`src/rtl/esm_pkg.sv`:
```
// esm_pkg: shared constants, types and codes of the early stopping monitor.
// Used by esm_div and early_stopping_monitor; no dependencies.
package esm_pkg;

  localparam int HISTORY_DEPTH = 16;
  localparam int LOSS_WIDTH    = 32;

  localparam int IDX_W   = (HISTORY_DEPTH > 1) ? $clog2(HISTORY_DEPTH) : 1;
  localparam int CNT_W   = $clog2(HISTORY_DEPTH + 1);
  localparam int SUM_W   = LOSS_WIDTH + CNT_W;
  localparam int DIV_W   = (SUM_W > 32) ? SUM_W : 32;
  localparam int DVS_W   = 16;
  localparam int DCNT_W  = $clog2(DIV_W + 1);
  localparam int MUL_A_W = (LOSS_WIDTH > 32) ? LOSS_WIDTH : 32;
  localparam int PROD_W  = MUL_A_W + 16;

  localparam logic [31:0] START_PATIENCE_RESET = 32'd4000;

  // configuration register indexes
  localparam logic [2:0] REG_CHECK_INTERVAL    = 3'd0;
  localparam logic [2:0] REG_IMPROVE_THRESHOLD = 3'd1;
  localparam logic [2:0] REG_PATIENCE_GROWTH   = 3'd2;
  localparam logic [2:0] REG_BOX_SIZE          = 3'd3;
  localparam logic [2:0] REG_START_PATIENCE    = 3'd4;

  // stop codes
  localparam logic [1:0] STOP_CONTINUE = 2'd0;
  localparam logic [1:0] STOP_NO_IMPR  = 2'd1;
  localparam logic [1:0] STOP_INVALID  = 2'd2;

  typedef struct packed {
    logic busy;
    logic done;
  } div_stat_t;

endpackage

```
`src/rtl/early_stopping_monitor.sv`:
```
// early_stopping_monitor: early stopping with patience over a box-filtered loss.
// Depends on esm_pkg, esm_ram (loss history) and esm_div (shared divider).
//
// Usage: one epoch report word enters on in_* (valid/stall); one result word
// leaves on out_* for every report. The user writes registers on cfg_* only
// while the block is idle; the block itself does not enforce it. Writing
// start_patience also loads the running patience. An accepted word first runs
// the epoch through the serial divider to test the check interval. A skipped
// epoch or invalid loss then goes straight to the result. A checked valid
// loss is written to the history, the newest w = min(fill, box_size) entries
// are summed one per RAM read cycle, the sum goes through the same divider
// again and the shared 32x16 multiplier is used for the threshold test and
// the patience growth. in_stall is high while a word is in work; the next
// word is taken at the earliest in the cycle after the result is loaded.
// The result sits in an output register; a stalled receiver does not keep
// the next word from being accepted, only the finish of that word waits.
// After reset the history is empty, no best mean is known and patience holds
// 4000; no clearing pass is needed.
module early_stopping_monitor (
  input  logic                            clk,
  input  logic                            rst_n,
  input  logic                            in_valid,
  output logic                            in_stall,
  input  logic [31:0]                     in_epoch,
  input  logic [31:0]                     in_updates,
  input  logic [esm_pkg::LOSS_WIDTH-1:0]  in_loss,
  input  logic                            in_loss_invalid,
  output logic                            out_valid,
  input  logic                            out_stall,
  output logic                            out_checked,
  output logic                            out_save_params,
  output logic [1:0]                      out_stop_code,
  output logic [esm_pkg::LOSS_WIDTH-1:0]  out_mean_loss,
  output logic [31:0]                     out_patience_now,
  input  logic                            cfg_we,
  input  logic [2:0]                      cfg_index,
  input  logic [31:0]                     cfg_data
);
  localparam int LW = esm_pkg::LOSS_WIDTH;

  typedef enum logic [8:0] {
    S_IDLE  = 9'b000000001,
    S_MOD   = 9'b000000010,
    S_WRITE = 9'b000000100,
    S_READ  = 9'b000001000,
    S_DIV   = 9'b000010000,
    S_BEST  = 9'b000100000,
    S_SIG   = 9'b001000000,
    S_GROW  = 9'b010000000,
    S_FIN   = 9'b100000000
  } state_t;

  state_t state_r, state_nxt;

  // configuration
  logic [15:0] interval_r, thr_r, growth_r;
  logic [4:0]  box_r;

  // word in work
  logic [31:0] epoch_r, upd_r;
  logic [LW-1:0] loss_r, mean_r;
  logic inv_r, chk_r, save_r;

  // history bookkeeping
  logic [esm_pkg::IDX_W-1:0] slot_r, rd_addr_r;
  logic [esm_pkg::CNT_W-1:0] fill_r, window_r, issued_r;
  logic                      pend_r;
  logic [esm_pkg::SUM_W-1:0] sum_r;

  logic [LW-1:0] best_r;
  logic          best_known_r;
  logic [31:0]   patience_r;
  logic [esm_pkg::PROD_W-1:0] prod_r;

  logic out_valid_r, out_checked_r, out_save_r;
  logic [1:0] out_stop_r;
  logic [LW-1:0] out_mean_r;
  logic [31:0] out_pat_r;

  logic in_acc, read_done, out_free, sig;
  logic [esm_pkg::CNT_W-1:0] fill_inc, box_eff;
  logic [15:0] interval_eff;
  logic [esm_pkg::IDX_W-1:0] slot_inc, rd_dec;
  logic [LW-1:0] rdata;
  logic [esm_pkg::MUL_A_W-1:0] mul_a;
  logic [15:0] mul_b;
  logic [esm_pkg::PROD_W-1:0] mul_p;
  logic [esm_pkg::PROD_W-13:0] grown;
  logic [31:0] grown_sat;
  logic [1:0] stop_code;

  esm_pkg::div_stat_t div_stat;
  logic div_start;
  logic [esm_pkg::DIV_W-1:0] div_dividend, div_quo;
  logic [esm_pkg::DVS_W-1:0] div_divisor, div_rem;

  assign in_stall  = (state_r != S_IDLE);
  assign in_acc    = in_valid && (state_r == S_IDLE);
  assign read_done = (issued_r == window_r) && !pend_r;
  assign out_free  = !out_valid_r || !out_stall;

  assign interval_eff = (interval_r == 16'd0) ? 16'd1 : interval_r;
  assign box_eff = (box_r == 5'd0) ? esm_pkg::CNT_W'(1) :
                   (32'(box_r) > esm_pkg::HISTORY_DEPTH) ?
                   esm_pkg::CNT_W'(esm_pkg::HISTORY_DEPTH) : esm_pkg::CNT_W'(box_r);
  assign fill_inc = (32'(fill_r) < esm_pkg::HISTORY_DEPTH) ?
                    fill_r + esm_pkg::CNT_W'(1) : fill_r;
  assign slot_inc = (32'(slot_r) == esm_pkg::HISTORY_DEPTH - 1) ? '0 :
                    slot_r + esm_pkg::IDX_W'(1);
  assign rd_dec   = (rd_addr_r == '0) ? esm_pkg::IDX_W'(esm_pkg::HISTORY_DEPTH - 1) :
                    rd_addr_r - esm_pkg::IDX_W'(1);

  // shared divider: epoch % interval, then sum / window
  assign div_start    = in_acc || ((state_r == S_READ) && read_done);
  assign div_dividend = (state_r == S_IDLE) ? esm_pkg::DIV_W'(in_epoch) :
                        esm_pkg::DIV_W'(sum_r);
  assign div_divisor  = (state_r == S_IDLE) ? interval_eff : esm_pkg::DVS_W'(window_r);

  esm_div u_div (
    .clk       (clk),
    .rst_n     (rst_n),
    .start     (div_start),
    .dividend  (div_dividend),
    .divisor   (div_divisor),
    .stat      (div_stat),
    .quotient  (div_quo),
    .remainder (div_rem)
  );

  esm_ram #(.WIDTH(LW), .DEPTH(esm_pkg::HISTORY_DEPTH)) u_hist (
    .clk   (clk),
    .we    (state_r == S_WRITE),
    .waddr (slot_r),
    .wdata (loss_r),
    .re    ((state_r == S_READ) && (issued_r != window_r)),
    .raddr (rd_addr_r),
    .rdata (rdata)
  );

  // shared multiplier: best * threshold, then updates * growth
  assign mul_a = (state_r == S_BEST) ? esm_pkg::MUL_A_W'(best_r) : esm_pkg::MUL_A_W'(upd_r);
  assign mul_b = (state_r == S_BEST) ? thr_r : growth_r;
  assign mul_p = mul_a * mul_b;

  // mean * 2^16 < thr * best, exact
  assign sig = !best_known_r || ({mean_r, 16'd0} < esm_pkg::PROD_W'({prod_r}));

  assign grown     = prod_r[esm_pkg::PROD_W-1:12];
  assign grown_sat = (grown > (esm_pkg::PROD_W-12)'(32'hFFFF_FFFF)) ? 32'hFFFF_FFFF :
                     grown[31:0];

  always_comb begin
    if (!chk_r) begin
      stop_code = esm_pkg::STOP_CONTINUE;
    end else if (inv_r) begin
      stop_code = esm_pkg::STOP_INVALID;
    end else if (patience_r <= epoch_r) begin
      stop_code = esm_pkg::STOP_NO_IMPR;
    end else begin
      stop_code = esm_pkg::STOP_CONTINUE;
    end
  end

  always_comb begin
    state_nxt = state_r;
    unique case (state_r)
      S_IDLE:  if (in_valid) state_nxt = S_MOD;
      S_MOD: begin
        if (div_stat.done) begin
          state_nxt = ((div_rem != '0) || inv_r) ? S_FIN : S_WRITE;
        end
      end
      S_WRITE: state_nxt = S_READ;
      S_READ:  if (read_done) state_nxt = S_DIV;
      S_DIV:   if (div_stat.done) state_nxt = S_BEST;
      S_BEST:  state_nxt = (!best_known_r || (mean_r < best_r)) ? S_SIG : S_FIN;
      S_SIG:   state_nxt = sig ? S_GROW : S_FIN;
      S_GROW:  state_nxt = S_FIN;
      S_FIN:   if (out_free) state_nxt = S_IDLE;
      default: state_nxt = S_IDLE;
    endcase
  end

  // control state
  always_ff @(posedge clk) begin
    if (!rst_n) begin
      state_r      <= S_IDLE;
      interval_r   <= 16'd1;
      thr_r        <= 16'd65208;
      growth_r     <= 16'd8192;
      box_r        <= 5'd1;
      patience_r   <= esm_pkg::START_PATIENCE_RESET;
      slot_r       <= '0;
      fill_r       <= '0;
      best_known_r <= 1'b0;
      out_valid_r  <= 1'b0;
    end else begin
      state_r <= state_nxt;
      if (cfg_we) begin
        unique case (cfg_index)
          esm_pkg::REG_CHECK_INTERVAL:    interval_r <= cfg_data[15:0];
          esm_pkg::REG_IMPROVE_THRESHOLD: thr_r      <= cfg_data[15:0];
          esm_pkg::REG_PATIENCE_GROWTH:   growth_r   <= cfg_data[15:0];
          esm_pkg::REG_BOX_SIZE:          box_r      <= cfg_data[4:0];
          esm_pkg::REG_START_PATIENCE:    patience_r <= cfg_data;
          default: ;
        endcase
      end
      if (state_r == S_WRITE) begin
        slot_r <= slot_inc;
        fill_r <= fill_inc;
      end
      if (state_r == S_SIG) begin
        best_known_r <= 1'b1;
      end
      if ((state_r == S_GROW) && (grown_sat > patience_r)) begin
        patience_r <= grown_sat;
      end
      if ((state_r == S_FIN) && out_free) begin
        out_valid_r <= 1'b1;
      end else if (!out_stall) begin
        out_valid_r <= 1'b0;
      end
    end
  end

  // datapath
  always_ff @(posedge clk) begin
    if (in_acc) begin
      epoch_r <= in_epoch;
      upd_r   <= in_updates;
      loss_r  <= in_loss;
      inv_r   <= in_loss_invalid;
      chk_r   <= 1'b0;
      save_r  <= 1'b0;
      mean_r  <= '0;
    end
    if ((state_r == S_MOD) && div_stat.done) begin
      chk_r <= (div_rem == '0);
    end
    if (state_r == S_WRITE) begin
      rd_addr_r <= slot_r;
      window_r  <= (fill_inc < box_eff) ? fill_inc : box_eff;
      issued_r  <= '0;
      pend_r    <= 1'b0;
      sum_r     <= '0;
    end
    if (state_r == S_READ) begin
      if (issued_r != window_r) begin
        rd_addr_r <= rd_dec;
        issued_r  <= issued_r + esm_pkg::CNT_W'(1);
        pend_r    <= 1'b1;
      end else begin
        pend_r <= 1'b0;
      end
      if (pend_r) begin
        sum_r <= sum_r + esm_pkg::SUM_W'(rdata);
      end
    end
    if ((state_r == S_DIV) && div_stat.done) begin
      mean_r <= div_quo[LW-1:0];
    end
    if (state_r == S_BEST) begin
      prod_r <= mul_p;
    end
    if (state_r == S_SIG) begin
      save_r <= 1'b1;
      best_r <= mean_r;
      prod_r <= mul_p;
    end
    if ((state_r == S_FIN) && out_free) begin
      out_checked_r <= chk_r;
      out_save_r    <= save_r;
      out_stop_r    <= stop_code;
      out_mean_r    <= mean_r;
      out_pat_r     <= patience_r;
    end
  end

  assign out_valid        = out_valid_r;
  assign out_checked      = out_checked_r;
  assign out_save_params  = out_save_r;
  assign out_stop_code    = out_stop_r;
  assign out_mean_loss    = out_mean_r;
  assign out_patience_now = out_pat_r;

endmodule

```
`src/rtl/esm_ram.sv`:
```
// esm_ram: generic single-write, single-read RAM with registered read data.
// No dependencies.
module esm_ram #(
  parameter int WIDTH = 32,
  parameter int DEPTH = 16
) (
  input  logic                                           clk,
  input  logic                                           we,
  input  logic [((DEPTH > 1) ? $clog2(DEPTH) : 1)-1:0]   waddr,
  input  logic [WIDTH-1:0]                               wdata,
  input  logic                                           re,
  input  logic [((DEPTH > 1) ? $clog2(DEPTH) : 1)-1:0]   raddr,
  output logic [WIDTH-1:0]                               rdata
);
  logic [WIDTH-1:0] mem [DEPTH];
  logic [WIDTH-1:0] rdata_r;

  always_ff @(posedge clk) begin
    if (we) begin
      mem[waddr] <= wdata;
    end
    if (re) begin
      rdata_r <= mem[raddr];
    end
  end

  assign rdata = rdata_r;

endmodule

```
`src/rtl/esm_div.sv`:
```
// esm_div: bit-serial restoring divider, one quotient bit per cycle.
// Depends on esm_pkg for widths and the status struct.
module esm_div (
  input  logic                         clk,
  input  logic                         rst_n,
  input  logic                         start,
  input  logic [esm_pkg::DIV_W-1:0]    dividend,
  input  logic [esm_pkg::DVS_W-1:0]    divisor,
  output esm_pkg::div_stat_t           stat,
  output logic [esm_pkg::DIV_W-1:0]    quotient,
  output logic [esm_pkg::DVS_W-1:0]    remainder
);
  logic [esm_pkg::DIV_W-1:0]  quo_r;
  logic [esm_pkg::DVS_W-1:0]  rem_r;
  logic [esm_pkg::DVS_W-1:0]  dvs_r;
  logic [esm_pkg::DCNT_W-1:0] cnt_r;
  logic                       done_r;

  logic [esm_pkg::DVS_W:0]    shifted;
  logic [esm_pkg::DVS_W:0]    diff;
  logic                       ge;

  assign shifted = {rem_r, quo_r[esm_pkg::DIV_W-1]};
  assign diff    = shifted - {1'b0, dvs_r};
  assign ge      = (shifted >= {1'b0, dvs_r});

  always_ff @(posedge clk) begin
    if (!rst_n) begin
      cnt_r  <= '0;
      done_r <= 1'b0;
    end else if (start) begin
      cnt_r  <= esm_pkg::DCNT_W'(esm_pkg::DIV_W);
      done_r <= 1'b0;
    end else begin
      done_r <= (cnt_r == esm_pkg::DCNT_W'(1));
      if (cnt_r != '0) begin
        cnt_r <= cnt_r - esm_pkg::DCNT_W'(1);
      end
    end
  end

  always_ff @(posedge clk) begin
    if (start) begin
      quo_r <= dividend;
      rem_r <= '0;
      dvs_r <= divisor;
    end else if (cnt_r != '0) begin
      quo_r <= {quo_r[esm_pkg::DIV_W-2:0], ge};
      rem_r <= ge ? diff[esm_pkg::DVS_W-1:0] : shifted[esm_pkg::DVS_W-1:0];
    end
  end

  assign stat.busy = (cnt_r != '0);
  assign stat.done = done_r;
  assign quotient  = quo_r;
  assign remainder = rem_r;

endmodule

```
`config.mk`:
```
export PLATFORM = sky130hd
export DESIGN_NAME = early_stopping_monitor
export DESIGN_NICKNAME = d
export VERILOG_FILES = /design/src/rtl/esm_pkg.sv /design/src/rtl/early_stopping_monitor.sv /design/src/rtl/esm_ram.sv /design/src/rtl/esm_div.sv
export SDC_FILE = /design/constraint.sdc
export NUM_CORES = 2
export LEC_CHECK = 0
export BUFFER_PORTS_ARGS = -buffer_cell sky130_fd_sc_hd__buf_2
export CAP_MARGIN = 20
export CORE_AREA = 2 2 339 341
export CTS_BUF_LIST = sky130_fd_sc_hd__clkbuf_8
export CTS_CLUSTER_DIAMETER = 200
export DETAILED_ROUTE_END_ITERATION = 8
export DIE_AREA = 0 0 341 343
export PLACE_DENSITY = 0.75
export SYNTH_ARGS = -nofsm -noshare
export SYNTH_HDL_FRONTEND = slang
export SYNTH_HIERARCHICAL = 1
export SYNTH_SLANG_ARGS = --single-unit
```
`constraint.sdc`:
```
create_clock -name clk -period 12.2 [get_ports clk]
set_input_delay 2.44 -clock clk [delete_from_list [all_inputs] [get_ports clk]]
set_output_delay 2.44 -clock clk [all_outputs]
set_load 0.1 [all_outputs]
```
==> impl_metrics.env <==
export IMPL_fin_crit_sh_pct=80.17
export IMPL_gp_congestion=1.011
export IMPL_cp_data_arrival_time_ps=10390
export IMPL_cp_max_fo=24
export IMPL_syn_instance_count=5061
export IMPL_drc=0
export IMPL_slew_headroom_pct=24.32
export IMPL_finalHoldViolCount=0
export IMPL_path_class="flip-flop to flip-flop"
export IMPL_std_cell_rows=124
export IMPL_synth_top_area_share_pct=42.66
export IMPL_ctsResizeCount=0
export IMPL_drt_wl_total_mm=167.5
export IMPL_nNetsFinal=6152
export IMPL_critPathRequiredTime_ps=12800
export IMPL_drive_above_1_share_pct=14.98
export IMPL_port_buffers=206
export IMPL_initialDrtViolationCount=4316
export IMPL_yosysWarnings=6
export IMPL_grt_pass1_vias=41880
export IMPL_layout_commonest_cell="edfxtp_1"
export IMPL_fin_crit_ps=9781
export IMPL_synth_seq_cells=1056
export IMPL_initial_core_util_pct=54.68
export IMPL_crit_top_cell="fa_1"
export IMPL_yosys_area_top_type="edfxtp_1"
export IMPL_grt_overflow=0
export IMPL_cts_tree="yes"
export IMPL_multi_input_area_um2=28700
export IMPL_die_y_um=343
export IMPL_p_leak_nw=27.44
export IMPL_grt_start_max_net_pins=92
export IMPL_nFillCells=8874
export IMPL_yosysSeqAreaShare_pct=48.31
export IMPL_vias_per_cell=5.962
export IMPL_synth_edff_count=881
export IMPL_cts_max_level=4
export IMPL_final_util_pct=59.72
export IMPL_avgSynthCellArea_um2=12.25
export IMPL_die_x_um=341
export IMPL_die_area_um2=117000
export IMPL_cts_root_buf="clkbuf_8"
export IMPL_cts_inserted_buffers=171
export IMPL_cts_buffer_depth=3
export IMPL_clock_sinks=1056
export IMPL_end_kind="flip-flop"
export IMPL_slowest_stage="nor4b_4"
export IMPL_dr_total_vias=41410
export IMPL_rsz0062_at_grt="false"
export IMPL_worst_pin_slew_ps=1135
export IMPL_async_flop_share_pct=0
export IMPL_hp_class="flip-flop to flip-flop"
export IMPL_wl_per_cell_um=24.12
export IMPL_synth_area_top_cells="edfxtp_1 (43%), fa_1 (14%), ha_1 (6.2%), dfxtp_1 (5.6%), mux4_2 (4.6%)"
export IMPL_grt_pass1_wl_mm=254.3
export IMPL_area_growth_pct=9.226
export IMPL_syn_cell_area_um2=62010
export IMPL_ant_nets=0
export IMPL_outcome="complete, no violations"
export IMPL_finalMaxSlewViolations=0
export IMPL_grt_antenna_before_repair=23
export IMPL_ir_drop_uv=119.5
export IMPL_fin_setup_tns_ps=0
export IMPL_final_cell_mix="edfxtp_1 (881), inv_1 (698), nand2_1 (597), fa_1 (420), nor2_1 (321)"
export IMPL_hold_path_depth=2
export IMPL_critPathMaxStageDelay_ps=860
export IMPL_area_sequential_um2=29970
export IMPL_cts_hold_buf=0
export IMPL_startpoint="state_r[1]"
export IMPL_drt_pass1_iterations=8
export IMPL_grt_usage_pct=29.05
export IMPL_startpoint_type="flip-flop"
export IMPL_post_cts_setup_buffers=0
export IMPL_r2r_cells=28
export IMPL_path_clk_slew_ps=70
export IMPL_maxCapViolCount=0
export IMPL_clock_latency_ps=880
export IMPL_dpl_hpwl_mm=120.2
export IMPL_p_per_area_nw_per_um2=131.8
export IMPL_setup_viol=0
export IMPL_min_from="growth_r[8]"
export IMPL_syn_nets=5925
export IMPL_io_pins=207
export IMPL_coreArea_um2=113400
export IMPL_synth_cell_type_count=99
export IMPL_timing_fmax_mhz=102.2
export IMPL_finClkSkew_ps=78.34
export IMPL_synth_main_ff_cell="edfxtp_1"
export IMPL_timing_rr_start="state_r[1]"
[final cells by class]
cell class | count | area share, %
antenna | 4 | 0.01478
clock buffer | 175 | 3.556
clock inverter | 139 | 1.186
inverter | 645 | 3.578
multi-input combinational | 3146 | 42.36
sequential | 1056 | 44.24
tap | 1512 | 2.793
timing repair buffer | 268 | 2.268
[final timing paths]
kind                       to  slack, ps
setup / recovery   prod_r[40]       2420
hold / removal    growth_r[8]        480
setup reg to reg   prod_r[40]       2420
hold reg to reg   growth_r[8]        480
[cells by family (layout without fill, tap and decap cells)]
| group | after synthesis | after routing | share of synthesized area, % |
|---|---|---|---|
| xor+xnor | 91 | 91 | 1.285 |
| flops | 1056 | 1056 | 48.31 |
| mux | 254 | 254 | 6.961 |
| fa+ha+maj | 727 | 727 | 19.75 |
| compound gates | 745 | 745 | 8.399 |
| simple gates | 1329 | 1329 | 9.576 |
| buf+inv | 859 | 1227 | 5.718 |
| other cells | 0 | 4 | 0 |
[state kept, by name, indices dropped and copies added (netlist names), 32 cells and up]
register          flops
u_div/quotient       37
out_patience_now     32
sum_r                37
mean_r               32
out_mean_loss        32
loss_r               32
best_r               32
u_hist/mem          512
upd_r                32
patience_r           32
u_hist/rdata         32
epoch_r              32
prod_r               48
[critical path, delay by kind of cell, from the launching register on]
family	cells	cell delay, ps
fa+ha+maj	7	3530
simple gates	8	3260
buf+inv	7	1280
compound gates	4	680
flops	1	400
mux	1	250
xor+xnor	1	130
[power by group]
part           total [W]  switching, W  internal, W
Combinational    0.00168       0.00105     0.000635
Clock            0.00292       0.00147      0.00144
Sequential       0.00433      0.000172      0.00416
Total            0.00893       0.00269      0.00624
[layer usage]
layer	vias up	track usage, %	wire length, um
li1	18130	-	-
met1	20740	39.03	65720
met2	2098	44.71	76190
met3	415	7.718	18030
met4	24	12.89	7434
met5	-	0	150
[cell usage after synthesis, types with 30 or more instances]
| master | n |
|---|---|
| nand4_1 | 43 |
| buf_2 | 55 |
| nor2b_1 | 30 |
| edfxtp_1 | 881 |
| a21o_1 | 120 |
| xnor2_1 | 48 |
| ha_1 | 307 |
| inv_1 | 642 |
| a22oi_1 | 65 |
| clkbuf_1 | 93 |
| nand3_1 | 91 |
| o211ai_1 | 46 |
| buf_4 | 34 |
| fa_1 | 420 |
| mux4_2 | 128 |
| dfxtp_1 | 175 |
| and2_1 | 72 |
| nand2_1 | 599 |
| a21oi_1 | 128 |
| xor2_1 | 43 |
| nor3_1 | 37 |
| o21ai_0 | 120 |
| a21boi_0 | 47 |
| mux2_2 | 86 |
| nor2_1 | 334 |
[per-stage QoR]
step	instance area, um^2	total power, W	hold WS (ps)	instances	setup slack [ps]
floorplan	62010	0.005533	408.1	5061	4259
global placement	64450	0.006026	459.8	6623	2511
detailed placement	64490	0.006051	466.5	6626	2501
CTS	67710	0.008962	478.3	6940	2488
global route	67730	0.009317	495.6	6942	1942
finish	67740	0.008931	478.1	6945	2419
(Power assumes the default switching activity.)
